--- config.mk ---
export PLATFORM = sky130hd
export DESIGN_NAME = led_matrix_column_scroller_top
export DESIGN_NICKNAME = d
export VERILOG_FILES = /design/src/rtl/lmcs_pkg.sv /design/src/rtl/lmcs_glyph_shift.sv /design/src/rtl/lmcs_col_ring.sv /design/src/rtl/led_matrix_column_scroller_top.sv
export SDC_FILE = /design/constraint.sdc
export NUM_CORES = 1
export LEC_CHECK = 0
export BUFFER_PORTS_ARGS = -buffer_cell sky130_fd_sc_hd__buf_2
export CORE_UTILIZATION = 50
export CTS_CLUSTER_DIAMETER = 120
export DETAILED_ROUTE_END_ITERATION = 8
export PLACE_DENSITY_LB_ADDON = 0.15
export SLEW_MARGIN = 40
export SYNTH_ARGS = -nofsm -noshare
export SYNTH_HDL_FRONTEND = slang
export SYNTH_SLANG_ARGS = --single-unit
--- constraint.sdc ---
create_clock -name aclk -period 3 [get_ports aclk]
set_input_delay 0.3 -clock aclk [delete_from_list [all_inputs] [get_ports aclk]]
set_output_delay 0.3 -clock aclk [all_outputs]
set_load 0.005 [all_outputs]
--- src/rtl/lmcs_pkg.sv ---
// ----------------------------------------------------------------------------
// lmcs_pkg
// Shared types and constants for the LED matrix column scroller.
// ----------------------------------------------------------------------------
package lmcs_pkg;

    localparam int unsigned NUM_COLS  = 8;
    localparam int unsigned NUM_ROWS  = 8;
    localparam int unsigned ROW_W     = 8;
    localparam int unsigned COUNT_W   = 6;

    localparam logic [COUNT_W-1:0] LAST_COUNT = 6'd63;
    localparam logic [2:0]         LAST_COL   = 3'd7;

    typedef logic [ROW_W-1:0] row_t;
    typedef row_t [NUM_ROWS-1:0] glyph_t;

    // glyph row shifter control
    typedef struct packed {
        logic load;
        logic shift;
    } glyph_ctrl_t;

    // column ring control
    typedef struct packed {
        logic advance;
        logic clear;
    } ring_ctrl_t;

endpackage

--- src/rtl/lmcs_glyph_shift.sv ---
// ----------------------------------------------------------------------------
// lmcs_glyph_shift
// Holds the glyph rows and shifts them left one bit per scroll step; the
// top bit of every row forms the column that enters the display next.
// ----------------------------------------------------------------------------
module lmcs_glyph_shift (
    input  logic                  aclk,
    input  lmcs_pkg::glyph_ctrl_t ctrl,
    input  lmcs_pkg::glyph_t      glyph_in,
    output lmcs_pkg::row_t        new_column
);

    lmcs_pkg::glyph_t rows_reg;
    lmcs_pkg::glyph_t rows_next;

    // load a fresh glyph or move every row one bit toward the msb
    always_comb begin
        rows_next = rows_reg;
        if (ctrl.load) begin
            rows_next = glyph_in;
        end else if (ctrl.shift) begin
            for (int r = 0; r < lmcs_pkg::NUM_ROWS; r++) begin
                rows_next[r] = {rows_reg[r][lmcs_pkg::ROW_W-2:0], 1'b0};
            end
        end
    end

    always_ff @(posedge aclk) begin
        rows_reg <= rows_next;
    end

    // bit b of the column is the leftmost remaining bit of row b
    always_comb begin
        for (int b = 0; b < lmcs_pkg::NUM_ROWS; b++) begin
            new_column[b] = rows_reg[b][lmcs_pkg::ROW_W-1];
        end
    end

endmodule

--- src/rtl/lmcs_col_ring.sv ---
// ----------------------------------------------------------------------------
// lmcs_col_ring
// Eight-column display buffer kept as a rotating ring. Each output transfer
// moves the ring by one column and feeds the written byte in at the tail,
// so eight transfers leave the scrolled buffer in place.
// ----------------------------------------------------------------------------
module lmcs_col_ring (
    input  logic                 aclk,
    input  logic                 aresetn,
    input  lmcs_pkg::ring_ctrl_t ctrl,
    input  lmcs_pkg::row_t       tail_in,
    output lmcs_pkg::row_t       second_col
);

    lmcs_pkg::row_t [lmcs_pkg::NUM_COLS-1:0] ring_reg;
    lmcs_pkg::row_t [lmcs_pkg::NUM_COLS-1:0] ring_next;

    // rotate by one column, or blank the display after a final character
    always_comb begin
        ring_next = ring_reg;
        if (ctrl.clear) begin
            ring_next = '0;
        end else if (ctrl.advance) begin
            for (int c = 0; c < lmcs_pkg::NUM_COLS - 1; c++) begin
                ring_next[c] = ring_reg[c+1];
            end
            ring_next[lmcs_pkg::NUM_COLS-1] = tail_in;
        end
    end

    always_ff @(posedge aclk) begin
        if (!aresetn) begin
            ring_reg <= '0;
        end else begin
            ring_reg <= ring_next;
        end
    end

    // the head column is the one that scrolls off, so writes start one further in
    assign second_col = ring_reg[1];

endmodule

--- src/rtl/led_matrix_column_scroller_top.sv ---
// ----------------------------------------------------------------------------
// led_matrix_column_scroller_top
// Scrolls an 8x8 glyph into an eight-column display buffer and emits the
// 64 digit writes (eight per scroll step) that show each step.
// The first write is valid in the cycle after the glyph transfer.
// Throughput: one write per cycle while m_ready is high; the next glyph is
// taken on the same edge as the last write.
// Reset: synchronous active-low aresetn; buffer cleared, block idle.
// ----------------------------------------------------------------------------
module led_matrix_column_scroller_top (
    input  logic       aclk,
    input  logic       aresetn,
    input  logic       s_valid,
    output logic       s_ready,
    input  logic [7:0] s_glyph_row_0,
    input  logic [7:0] s_glyph_row_1,
    input  logic [7:0] s_glyph_row_2,
    input  logic [7:0] s_glyph_row_3,
    input  logic [7:0] s_glyph_row_4,
    input  logic [7:0] s_glyph_row_5,
    input  logic [7:0] s_glyph_row_6,
    input  logic [7:0] s_glyph_row_7,
    input  logic       s_final_char,
    output logic       m_valid,
    input  logic       m_ready,
    output logic [3:0] m_digit_address,
    output logic [7:0] m_column_data,
    output logic       m_last_write
);

    typedef enum logic {
        ST_IDLE,
        ST_SCAN
    } state_t;

    state_t                          state_reg;
    state_t                          state_next;
    logic [lmcs_pkg::COUNT_W-1:0]    count_reg;
    logic [lmcs_pkg::COUNT_W-1:0]    count_next;
    logic                            final_reg;
    logic                            final_next;

    logic                  in_xfer;
    logic                  out_xfer;
    logic                  last_count;
    logic [2:0]            col_idx;
    lmcs_pkg::glyph_t      glyph_in;
    lmcs_pkg::glyph_ctrl_t glyph_ctrl;
    lmcs_pkg::ring_ctrl_t  ring_ctrl;
    lmcs_pkg::row_t        new_column;
    lmcs_pkg::row_t        second_col;

    // handshake
    assign col_idx    = count_reg[2:0];
    assign last_count = (count_reg == lmcs_pkg::LAST_COUNT);
    assign m_valid    = (state_reg == ST_SCAN);
    assign s_ready    = (state_reg == ST_IDLE) || (m_ready && last_count);
    assign in_xfer    = s_valid && s_ready;
    assign out_xfer   = m_valid && m_ready;

    assign glyph_in = {s_glyph_row_7, s_glyph_row_6, s_glyph_row_5, s_glyph_row_4,
                       s_glyph_row_3, s_glyph_row_2, s_glyph_row_1, s_glyph_row_0};

    // datapath control
    always_comb begin
        glyph_ctrl.load   = in_xfer;
        glyph_ctrl.shift  = out_xfer && (col_idx == lmcs_pkg::LAST_COL);
        ring_ctrl.advance = out_xfer;
        ring_ctrl.clear   = out_xfer && last_count && final_reg;
    end

    lmcs_glyph_shift u_glyph (
        .aclk       (aclk),
        .ctrl       (glyph_ctrl),
        .glyph_in   (glyph_in),
        .new_column (new_column)
    );

    lmcs_col_ring u_ring (
        .aclk       (aclk),
        .aresetn    (aresetn),
        .ctrl       (ring_ctrl),
        .tail_in    (m_column_data),
        .second_col (second_col)
    );

    // write payload: last column of each step is the freshly built one
    assign m_column_data   = (col_idx == lmcs_pkg::LAST_COL) ? new_column : second_col;
    assign m_digit_address = {1'b0, col_idx} + 4'd1;
    assign m_last_write    = last_count;

    // sequencer next state
    always_comb begin
        state_next = state_reg;
        count_next = count_reg;
        final_next = final_reg;
        case (state_reg)
            ST_IDLE: begin
                if (in_xfer) begin
                    state_next = ST_SCAN;
                    count_next = '0;
                    final_next = s_final_char;
                end
            end
            ST_SCAN: begin
                if (out_xfer) begin
                    count_next = count_reg + 1'b1;
                    if (last_count) begin
                        state_next = ST_IDLE;
                    end
                end
                if (in_xfer) begin
                    state_next = ST_SCAN;
                    count_next = '0;
                    final_next = s_final_char;
                end
            end
            default: begin
                state_next = ST_IDLE;
            end
        endcase
    end

    always_ff @(posedge aclk) begin
        if (!aresetn) begin
            state_reg <= ST_IDLE;
            count_reg <= '0;
            final_reg <= 1'b0;
        end else begin
            state_reg <= state_next;
            count_reg <= count_next;
            final_reg <= final_next;
        end
    end

endmodule

==> flow_summary.yaml, run 1 <==
cells_and_area:
  final_area_sq_mm: 0.00624
  drive_gt1_share_pct: 32.4
  final_nets: 592
  antenna_cells: 0
  largest_reg_flops: 56
  num-fill-cells: 815
  area_growth_pct: 22.6
place:
  globalplace.congestion: 0.857
  io_buffers: 83
  dpl.hpwl_microns: 5520
  dpl_cell_area_sq_mm: 0.00562
worst_hold_path:
  whs_endpoint: "final_reg$_SDFFE_PN0P_"
  min_path_type: "in -> reg"
  worstHoldStart: "s_final_char"
  whs_path_depth: 3
setup_path:
  critPathBufInv: 2
  critical_path_class: "reg -> out"
  path_delay_family: "flip-flops"
  rrSetupSlack_ps: 880
  end_kind: "output port"
  crit_top_cell: "ha_1"
  cp_slowest_stage_delay_ps: 410
  arrival_ps: 1990
  worst_r2r_endpoint: "u_glyph.rows_reg[10]$_DFFE_PP_"
  startpoint_type: "flip-flop"
  cp_cell_sequence: "ha_1, ha_1, buf_4, mux2_2, buf_2"
  critPathMaxFanout: 9
  startpoint: "count_reg[0]$_SDFFE_PN0P_"
  slowest_stage: "dfxtp_1"
  worst_ep_required_time_ps: 2700
  ff2ff_path_depth: 5
  timing.rr.start: "count_reg[0]$_SDFFE_PN0P_"
synth:
  synth_top_area_share_pct: 37.7
  ys_warn_count: 0
  syn_inst: 436
  synthTopCellsByArea: "edfxtp_1, dfxtp_1, mux2_2, nand2_1, a21oi_1"
  avgSynthCellArea_sq_um: 11.7
  synth_edf_count: 64
  async_flop_share_pct: 0
  synth_nets: 507
  ys_seq_area_share_pct: 62.9
  ys_seq_elements: 128
  yosysTopAreaCell: "edfxtp_1"
  syn_area_sq_mm: 0.00509
  synth_ff_type: "edfxtp_1"
  yosysUniqueCellTypes: 29
power:
  powerDensity_mw_per_mm2: 681
  power_leakage_nw: 2.36
  peakVddDrop_mv: 0.442
global_routing:
  antenna_found_initial: 0
  grt_first_pass_wirelength_microns: 14800
  grt_use_met1_pct: 22.9
  grt_pass1_vias: 3186
  busiest_layer: "met2"
  met3_usage_pct: 6.85
  met2_usage_pct: 30.3
  gr-usage-all-layers_pct: 18.7
  grt_max_degree: 68
  grt_overflow: 0
routing:
  post-route-drc-count: 0
  vias_per_cell: 4.97
  drt-pass1-iter-count: 4
  wl_microns: 8900
  final_antenna_net_count: 0
  vias: 3312
  drt_iter0_markers: 211
  wire_per_inst_microns: 13.3
clocking:
  post_cts_buffers: 0
  cts_sinks: 128
  cts_tree: "yes"
  clockRootBuffer: "clkbuf_8"
  clk_latency_ps: 510
  post_cts_resized: 0
  clockBufferDepth: 2
  cts_buffers: 17
  htreeDepth: 4
  cts_hold_buffers: 1
  path_clk_slew_ps: 50
timing:
  worst_pin_slew_ps: 575
  maxSlewViolCount: 0
  slew_headroom_pct: 61.7
  setup_violations: 0
  finClkSkew_ps: 9.33
  period_share_pct: 76.5
  max_freq_mhz: 436
  hold_violations: 0
  period_needed_ps: 2290
  tns_ps: 0
  rsz0062_at_grt: "false"
die:
  die_area_sq_mm: 0.0106
  start_util_pct: 51.8
  rows: 36
  die_h_microns: 103
  fp.dieW_microns: 103
  boundaryPins: 84
  core_sq_mm: 0.00982
flow_run:
  max_cap_violations: 0
status:
  status: "finished clean"
==> cell usage after synthesis, drive strengths merged (2+ instances only) <==
library cell    n
nor2           23
buf            14
ha              2
a32oi           2
edfxtp         64
clkbuf         13
inv             5
mux2i           2
mux2           64
and2            9
a21oi          49
nor3           11
nand3           2
dfxtp          64
nand2         100
xnor2           2
==> metal layers <==
layer  vias up  share of wire [%]
li1       1681                  -
met1      1553                 45
met2        74                 49
met3         4                5.5
met4         0               0.51
met5         -                  0
==> worst max-delay path by stage <==
stage / endpoint / slack, ps / depth (start not counted)
floorplan: u_glyph.new_column[0]$_DFFE_PP_ / 480 / 5
CTS: m_column_data[5] / 680 / 5
detailed placement: u_glyph.rows_reg[12]$_DFFE_PP_ / 880 / 5
global placement: u_glyph.new_column[1]$_DFFE_PP_ / 950 / 5
finish: m_column_data[5] / 710 / 5
global route: m_column_data[5] / 560 / 5
==> tightest hold or removal path, delay by kind of cell <==
family        cells  cell delay (ps)
simple gates      1               70
buf+inv           1               70
mux               1               50
==> stage by stage <==
step	setup slack, ps	util (%)	total power [mW]	std cells	hold slack [ps]
2_1_floorplan	477	-	2.15	436	418
3_3_place_gp	946	57.3	2.23	634	437
3_5_place_dp	883	57.3	2.24	634	443
4_1_cts	679	63.6	4.29	667	12.3
5_1_grt	557	63.6	4.40	667	52.9
6_report	706	63.6	4.25	667	35.8
==> cell type report <==
cell class              count  area [sq um]  share of cell area [%]
repair buffers             93           518                    8.30
flip-flops and latches    128          3200                    51.3
inverters                   5          18.8                   0.301
well taps                 133           166                    2.67
clock inverters             9          87.6                    1.40
clock buffers              23           520                    8.34
multi-input cells         276          1730                    27.7
==> placed cells by master, fill, tap and decap left out, types with 2 or more instances in the layout <==
master and instances:
clkinv_4 2, and2_1 8, clkbuf_16 19, inv_1 5, clkbuf_8 3, a21oi_1 49
mux2_2 46, mux2_1 18, buf_4 7, nor2_1 23, mux2i_1 2, nand2_1 100
xnor2_1 2, ha_1 2, a32oi_1 2, nand3_1 2, nor3_1 11, buf_12 2
buf_2 83, inv_4 3, dfxtp_1 64, edfxtp_1 64
==> power by group <==
group / internal (mW) / total [mW] / switching [mW]
registers: 1.93 / 1.95 / 0.0224
logic: 0.124 / 0.250 / 0.126
clock network: 1.30 / 2.05 / 0.751
==> logic make-up after synthesis <==
kind of cell,Yosys count,synth area share (%)
XOR/XNOR,2,0.344
adder cells (fa/ha/maj),2,0.491
flip-flops,128,62.9
buffers and inverters,32,3.22
AO/OA/AOI/OAI,58,6.64
AND/OR/NAND/NOR,148,11.8
multiplexers,66,14.5
Power figures use the tool's default switching activity.
==> run 2: changes to the inputs <==
Clock period 3 ns to 2.3 ns, I/O delays scaled along.
==> run 2 against run 1 <==
Net effect: die area stayed put; clock power grew 35%; routed wire length is 5.5% higher; count of clock-buffer cells in the layout down 3; setup slack got worse by 570 ps; first-iteration DRC count shrank 44%; design area increased by 6.8%; sequential power up 31%; register-to-register slack worse by 710 ps; combinational power up 56%; final cell count increased by 5.5%; critical path type unchanged; largest cell class unchanged; highest routed layer unchanged.
==> flow_summary.yaml, run 2 (synthesis results as in run 1) <==
place:
  place_ws_ps: 137
  io_buffers: 83
  globalplace.congestion: 0.860
  dpl.hpwl_microns: 5740
clocking:
  path_clk_slew_ps: 60
  clockBufferDepth: 2
  post_cts_buffers: 0
  clockRootBuffer: "clkbuf_8"
  clk_latency_ps: 510
  htreeDepth: 4
  cts_tree: "yes"
  cts_buffers: 17
  cts_sinks: 128
setup_path:
  timing.rr.start: "count_reg[1]$_SDFFE_PN0P_"
  rrSetupSlack_ps: 170
  worst_r2r_endpoint: "u_glyph.rows_reg[42]$_DFFE_PP_"
  arrival_ps: 1940
  ff2ff_path_depth: 6
  startpoint: "count_reg[1]$_SDFFE_PN0P_"
  critical_path_class: "reg -> out"
  path_delay_family: "adder cells"
  slowest_stage: "dfxtp_1"
  critPathMaxFanout: 9
  cp_slowest_stage_delay_ps: 380
  startpoint_type: "flip-flop"
  worst_ep_required_time_ps: 2070
  cp_cell_sequence: "ha_2, ha_1, buf_6, mux2_2, buf_2"
  end_kind: "output port"
  critPathBufInv: 2
routing:
  drt-pass1-iter-count: 5
  final_antenna_net_count: 0
  drt_iter0_markers: 118
  wire_per_inst_microns: 13.3
  vias: 3504
  wl_microns: 9390
  vias_per_cell: 4.98
  post-route-drc-count: 0
global_routing:
  antenna_found_initial: 0
  grt_pass1_vias: 3458
  gr-usage-all-layers_pct: 19.5
  grt_overflow: 0
  grt_max_degree: 60
  grt_first_pass_wirelength_microns: 15500
cells_and_area:
  area_growth_pct: 30.9
  final_cell_mix: "nand2_1, buf_2, edfxtp_1"
  final_nets: 629
  antenna_cells: 0
  layout_commonest_cell: "nand2_1"
  final_util_pct: 67.9
  largest_reg_flops: 56
  drive_gt1_share_pct: 31.0
flow_run:
  max_cap_violations: 0
status:
  status: "finished clean"
timing:
  tns_ps: 0
  rsz0062_at_grt: "false"
  worst_pin_slew_ps: 557
  fin_ws_ps: 132
  hold_violations: 0
  period_share_pct: 94.3
  finClkSkew_ps: 11.2
  max_freq_mhz: 461
  maxSlewViolCount: 0
  period_needed_ps: 2170
  slew_headroom_pct: 62.9
  setup_violations: 0
worst_hold_path:
  whs_path_depth: 2
  worstHoldStart: "s_glyph_row_3[3]"
  min_path_type: "in -> reg"
  whs_endpoint: "u_glyph.rows_reg[27]$_DFFE_PP_"
die:
  core_sq_mm: 0.00982
  start_util_pct: 51.8
  fp.dieW_microns: 103
  rows: 36
  die_h_microns: 103
  die_area_sq_mm: 0.0106
  boundaryPins: 84
power:
  power_leakage_nw: 2.51
  peakVddDrop_mv: 0.790
  powerDensity_mw_per_mm2: 855
## run 2: cell count changes in the layout (fill, tap and decap cells not counted), sizes merged
cell	delta
buf	+3
bufinv	+3
clkbuf	-3
clkinv	-1
clkinvlp	+4
dlygate4sd3	+34
inv	-3
## run 2: cell type report
cell class | count | area [sq um]
multi-input cells | 276 | 1740
fillers | 774 | 3150
repair buffers | 130 | 922
flip-flops and latches | 128 | 3200
clock buffers | 20 | 435
inverters | 5 | 18.8
clock inverters | 12 | 184
well taps | 133 | 166
## run 2: report_power, final
group | total (mW) | internal (mW) | switching, mW
Combinational | 0.390 | 0.213 | 0.177
Sequential | 2.55 | 2.52 | 0.0306
Clock | 2.76 | 1.79 | 0.969
## run 2: per-stage QoR
stage               area [sq um]  power [mW]  cells  hold WS, ps
global placement            5690        2.92    637          436
global route                6670        5.91    704        -4.29
detailed placement          5690        2.94    637          445
CTS                         6580        5.75    696        0.200
finish                      6670        5.70    704         19.1
floorplan                   5100        2.81    436          348
## run 2: worst max path at each step
stage / endpoint / slack (ps) / depth (start not counted)
2_1_floorplan: u_glyph.new_column[0]$_DFFE_PP_ / 110 / 5
3_5_place_dp: u_glyph.rows_reg[37]$_DFFE_PP_ / 140 / 6
5_1_grt: m_column_data[4] / 10 / 5
6_report: m_column_data[4] / 130 / 5
4_1_cts: m_column_data[4] / 20 / 5
3_3_place_gp: u_glyph.rows_reg[42]$_DFFE_PP_ / 230 / 6
## run 2: layer usage
layer | track usage, % | vias to the layer above | wire length [microns]
met1 | 22.4 | 1655 | 3990
li1 | - | 1760 | -
met3 | 9.49 | 8 | 448
met5 | 0 | - | 0
met4 | 5.31 | 0 | 113
met2 | 32.7 | 81 | 4830
## run 2: what timing repair did
item                                    in CTS  in global routing
hold endpoints to repair                    26                  8
gates resized for setup                      0                  3
endpoints found under the setup margin       0                 10
hold buffers                                27                  8
==> run 3: changes to the inputs <==
Clock period 2.3 ns to 2.79 ns, I/O delays scaled along.
==> run 3 against run 2 <==
Net effect: die area unchanged; highest routed layer unchanged; design area shrank 6.1%; sequential share of layout area up 3.1 points; final cell count fell by 5.4%; global-route usage is 0.53 points lower; register-to-register slack improved by 480 ps; clock skew fell by 5.7 ps; critical path depth stayed put; critical path type unchanged; non-clock buffer count fell by 38; core utilization fell by 4.1 points; power down 20%; routed wire length down 3.1%.
==> flow_summary.yaml, run 3 (synthesis results as in run 1) <==
routing:
  post-route-drc-count: 0
  final_antenna_net_count: 0
  vias: 3413
  drt_iter0_markers: 189
  wl_microns: 9090
  vias_per_cell: 5.12
  drt-pass1-iter-count: 5
  wire_per_inst_microns: 13.7
global_routing:
  grt_use_met1_pct: 22.6
  busiest_layer: "met2"
  gr-usage-all-layers_pct: 19.0
  grt_first_pass_wirelength_microns: 15100
  met2_usage_pct: 30.7
  met3_usage_pct: 7.66
  grt_max_degree: 68
  grt_pass1_vias: 3315
  antenna_found_initial: 0
  grt_overflow: 0
place:
  dpl.hpwl_microns: 5620
  post-place-cells: 632
  io_buffers: 83
  globalplace.congestion: 0.857
setup_path:
  startpoint: "count_reg[0]$_SDFFE_PN0P_"
  timing.rr.start: "count_reg[0]$_SDFFE_PN0P_"
  arrival_ps: 2130
  worst_ep_required_time_ps: 2510
  critical_path_class: "reg -> out"
  end_kind: "output port"
  critPathMaxFanout: 6
  startpoint_type: "flip-flop"
die:
  start_util_pct: 51.8
  core_sq_mm: 0.00982
  die_area_sq_mm: 0.0106
  boundaryPins: 84
  die_h_microns: 103
  fp.dieW_microns: 103
  rows: 36
clocking:
  cts_buffers: 17
  cts_sinks: 128
  post_cts_buffers: 0
  clk_latency_ps: 510
  clockRootBuffer: "clkbuf_8"
  cts_hold_buffers: 2
  path_clk_slew_ps: 60
  cts_tree: "yes"
  clockBufferDepth: 2
  post_cts_resized: 0
  htreeDepth: 4
cells_and_area:
  area_growth_pct: 23.0
  drive_gt1_share_pct: 32.3
  layout_commonest_cell: "nand2_1"
  fin_cells: 666
  largest_reg_flops: 56
  final_cell_mix: "nand2_1, buf_2, dfxtp_1, edfxtp_1, a21oi_1"
  antenna_cells: 0
  final_nets: 591
  num-fill-cells: 807
timing:
  rsz0062_at_grt: "false"
  worst_pin_slew_ps: 580
  finClkSkew_ps: 5.55
  hold_violations: 0
  period_share_pct: 86.4
  slew_headroom_pct: 61.3
  max_freq_mhz: 415
  period_needed_ps: 2410
  tns_ps: 0
  maxSlewViolCount: 0
  setup_violations: 0
status:
  status: "finished clean"
power:
  peakVddDrop_mv: 0.446
  powerDensity_mw_per_mm2: 729
  power_leakage_nw: 2.37
worst_hold_path:
  worstHoldStart: "s_valid"
  min_path_type: "in -> reg"
flow_run:
  max_cap_violations: 0
-- run 3: power breakdown --
group          switching (mW)  internal (mW)  leakage [nW]
registers              0.0237           2.07          1.13
logic                   0.137          0.136         0.930
clock network           0.804           1.39         0.306
-- run 3: worst max-delay path, stage by stage, from the launching register on --
cell and delay [ps]:
dfxtp_1 400, ha_1 210, ha_1 280, buf_4 220, mux2_2 370, buf_2 130
-- run 3: layout make-up --
cell class	instances	area [sq um]	share of cell area (%)
clock buffer	23	519	8.29
clock inverter	9	88.8	1.42
inverter	5	18.8	0.300
multi-input combinational	276	1730	27.6
sequential	128	3200	51.2
tap	133	166	2.66
timing repair buffer	92	538	8.59
-- run 3: final timing paths --
path,cells after the start,end,slack (ps)
setup reg to reg,5,u_glyph.rows_reg[12]$_DFFE_PP_,650
setup / recovery,5,m_column_data[5],380
hold / removal,2,m_valid$_SDFF_PN0_,30
hold reg to reg,2,u_ring.second_col[3]$_SDFFE_PP0N_,450
-- run 3: through the flow --
| stage | setup slack, ps | cell area, sq um | hold slack (ps) | power [mW] | util (%) |
|---|---|---|---|---|---|
| global placement | 733 | 5630 | 437 | 2.40 | 57.4 |
| global route | 246 | 6260 | 22.2 | 4.73 | 63.8 |
| finish | 379 | 6260 | 34.7 | 4.57 | 63.8 |
| floorplan | 267 | 5090 | 397 | 2.31 | - |
| detailed placement | 659 | 5630 | 446 | 2.41 | 57.4 |
| CTS | 326 | 6260 | 5.47 | 4.63 | 63.8 |
-- run 3: layer usage --
layer	vias to the layer above	wire length, microns	part of all wire, %
met5	-	0	0
met4	0	133	1.5
met3	12	545	6.0
met2	71	4640	51
met1	1645	3780	42
li1	1685	-	-
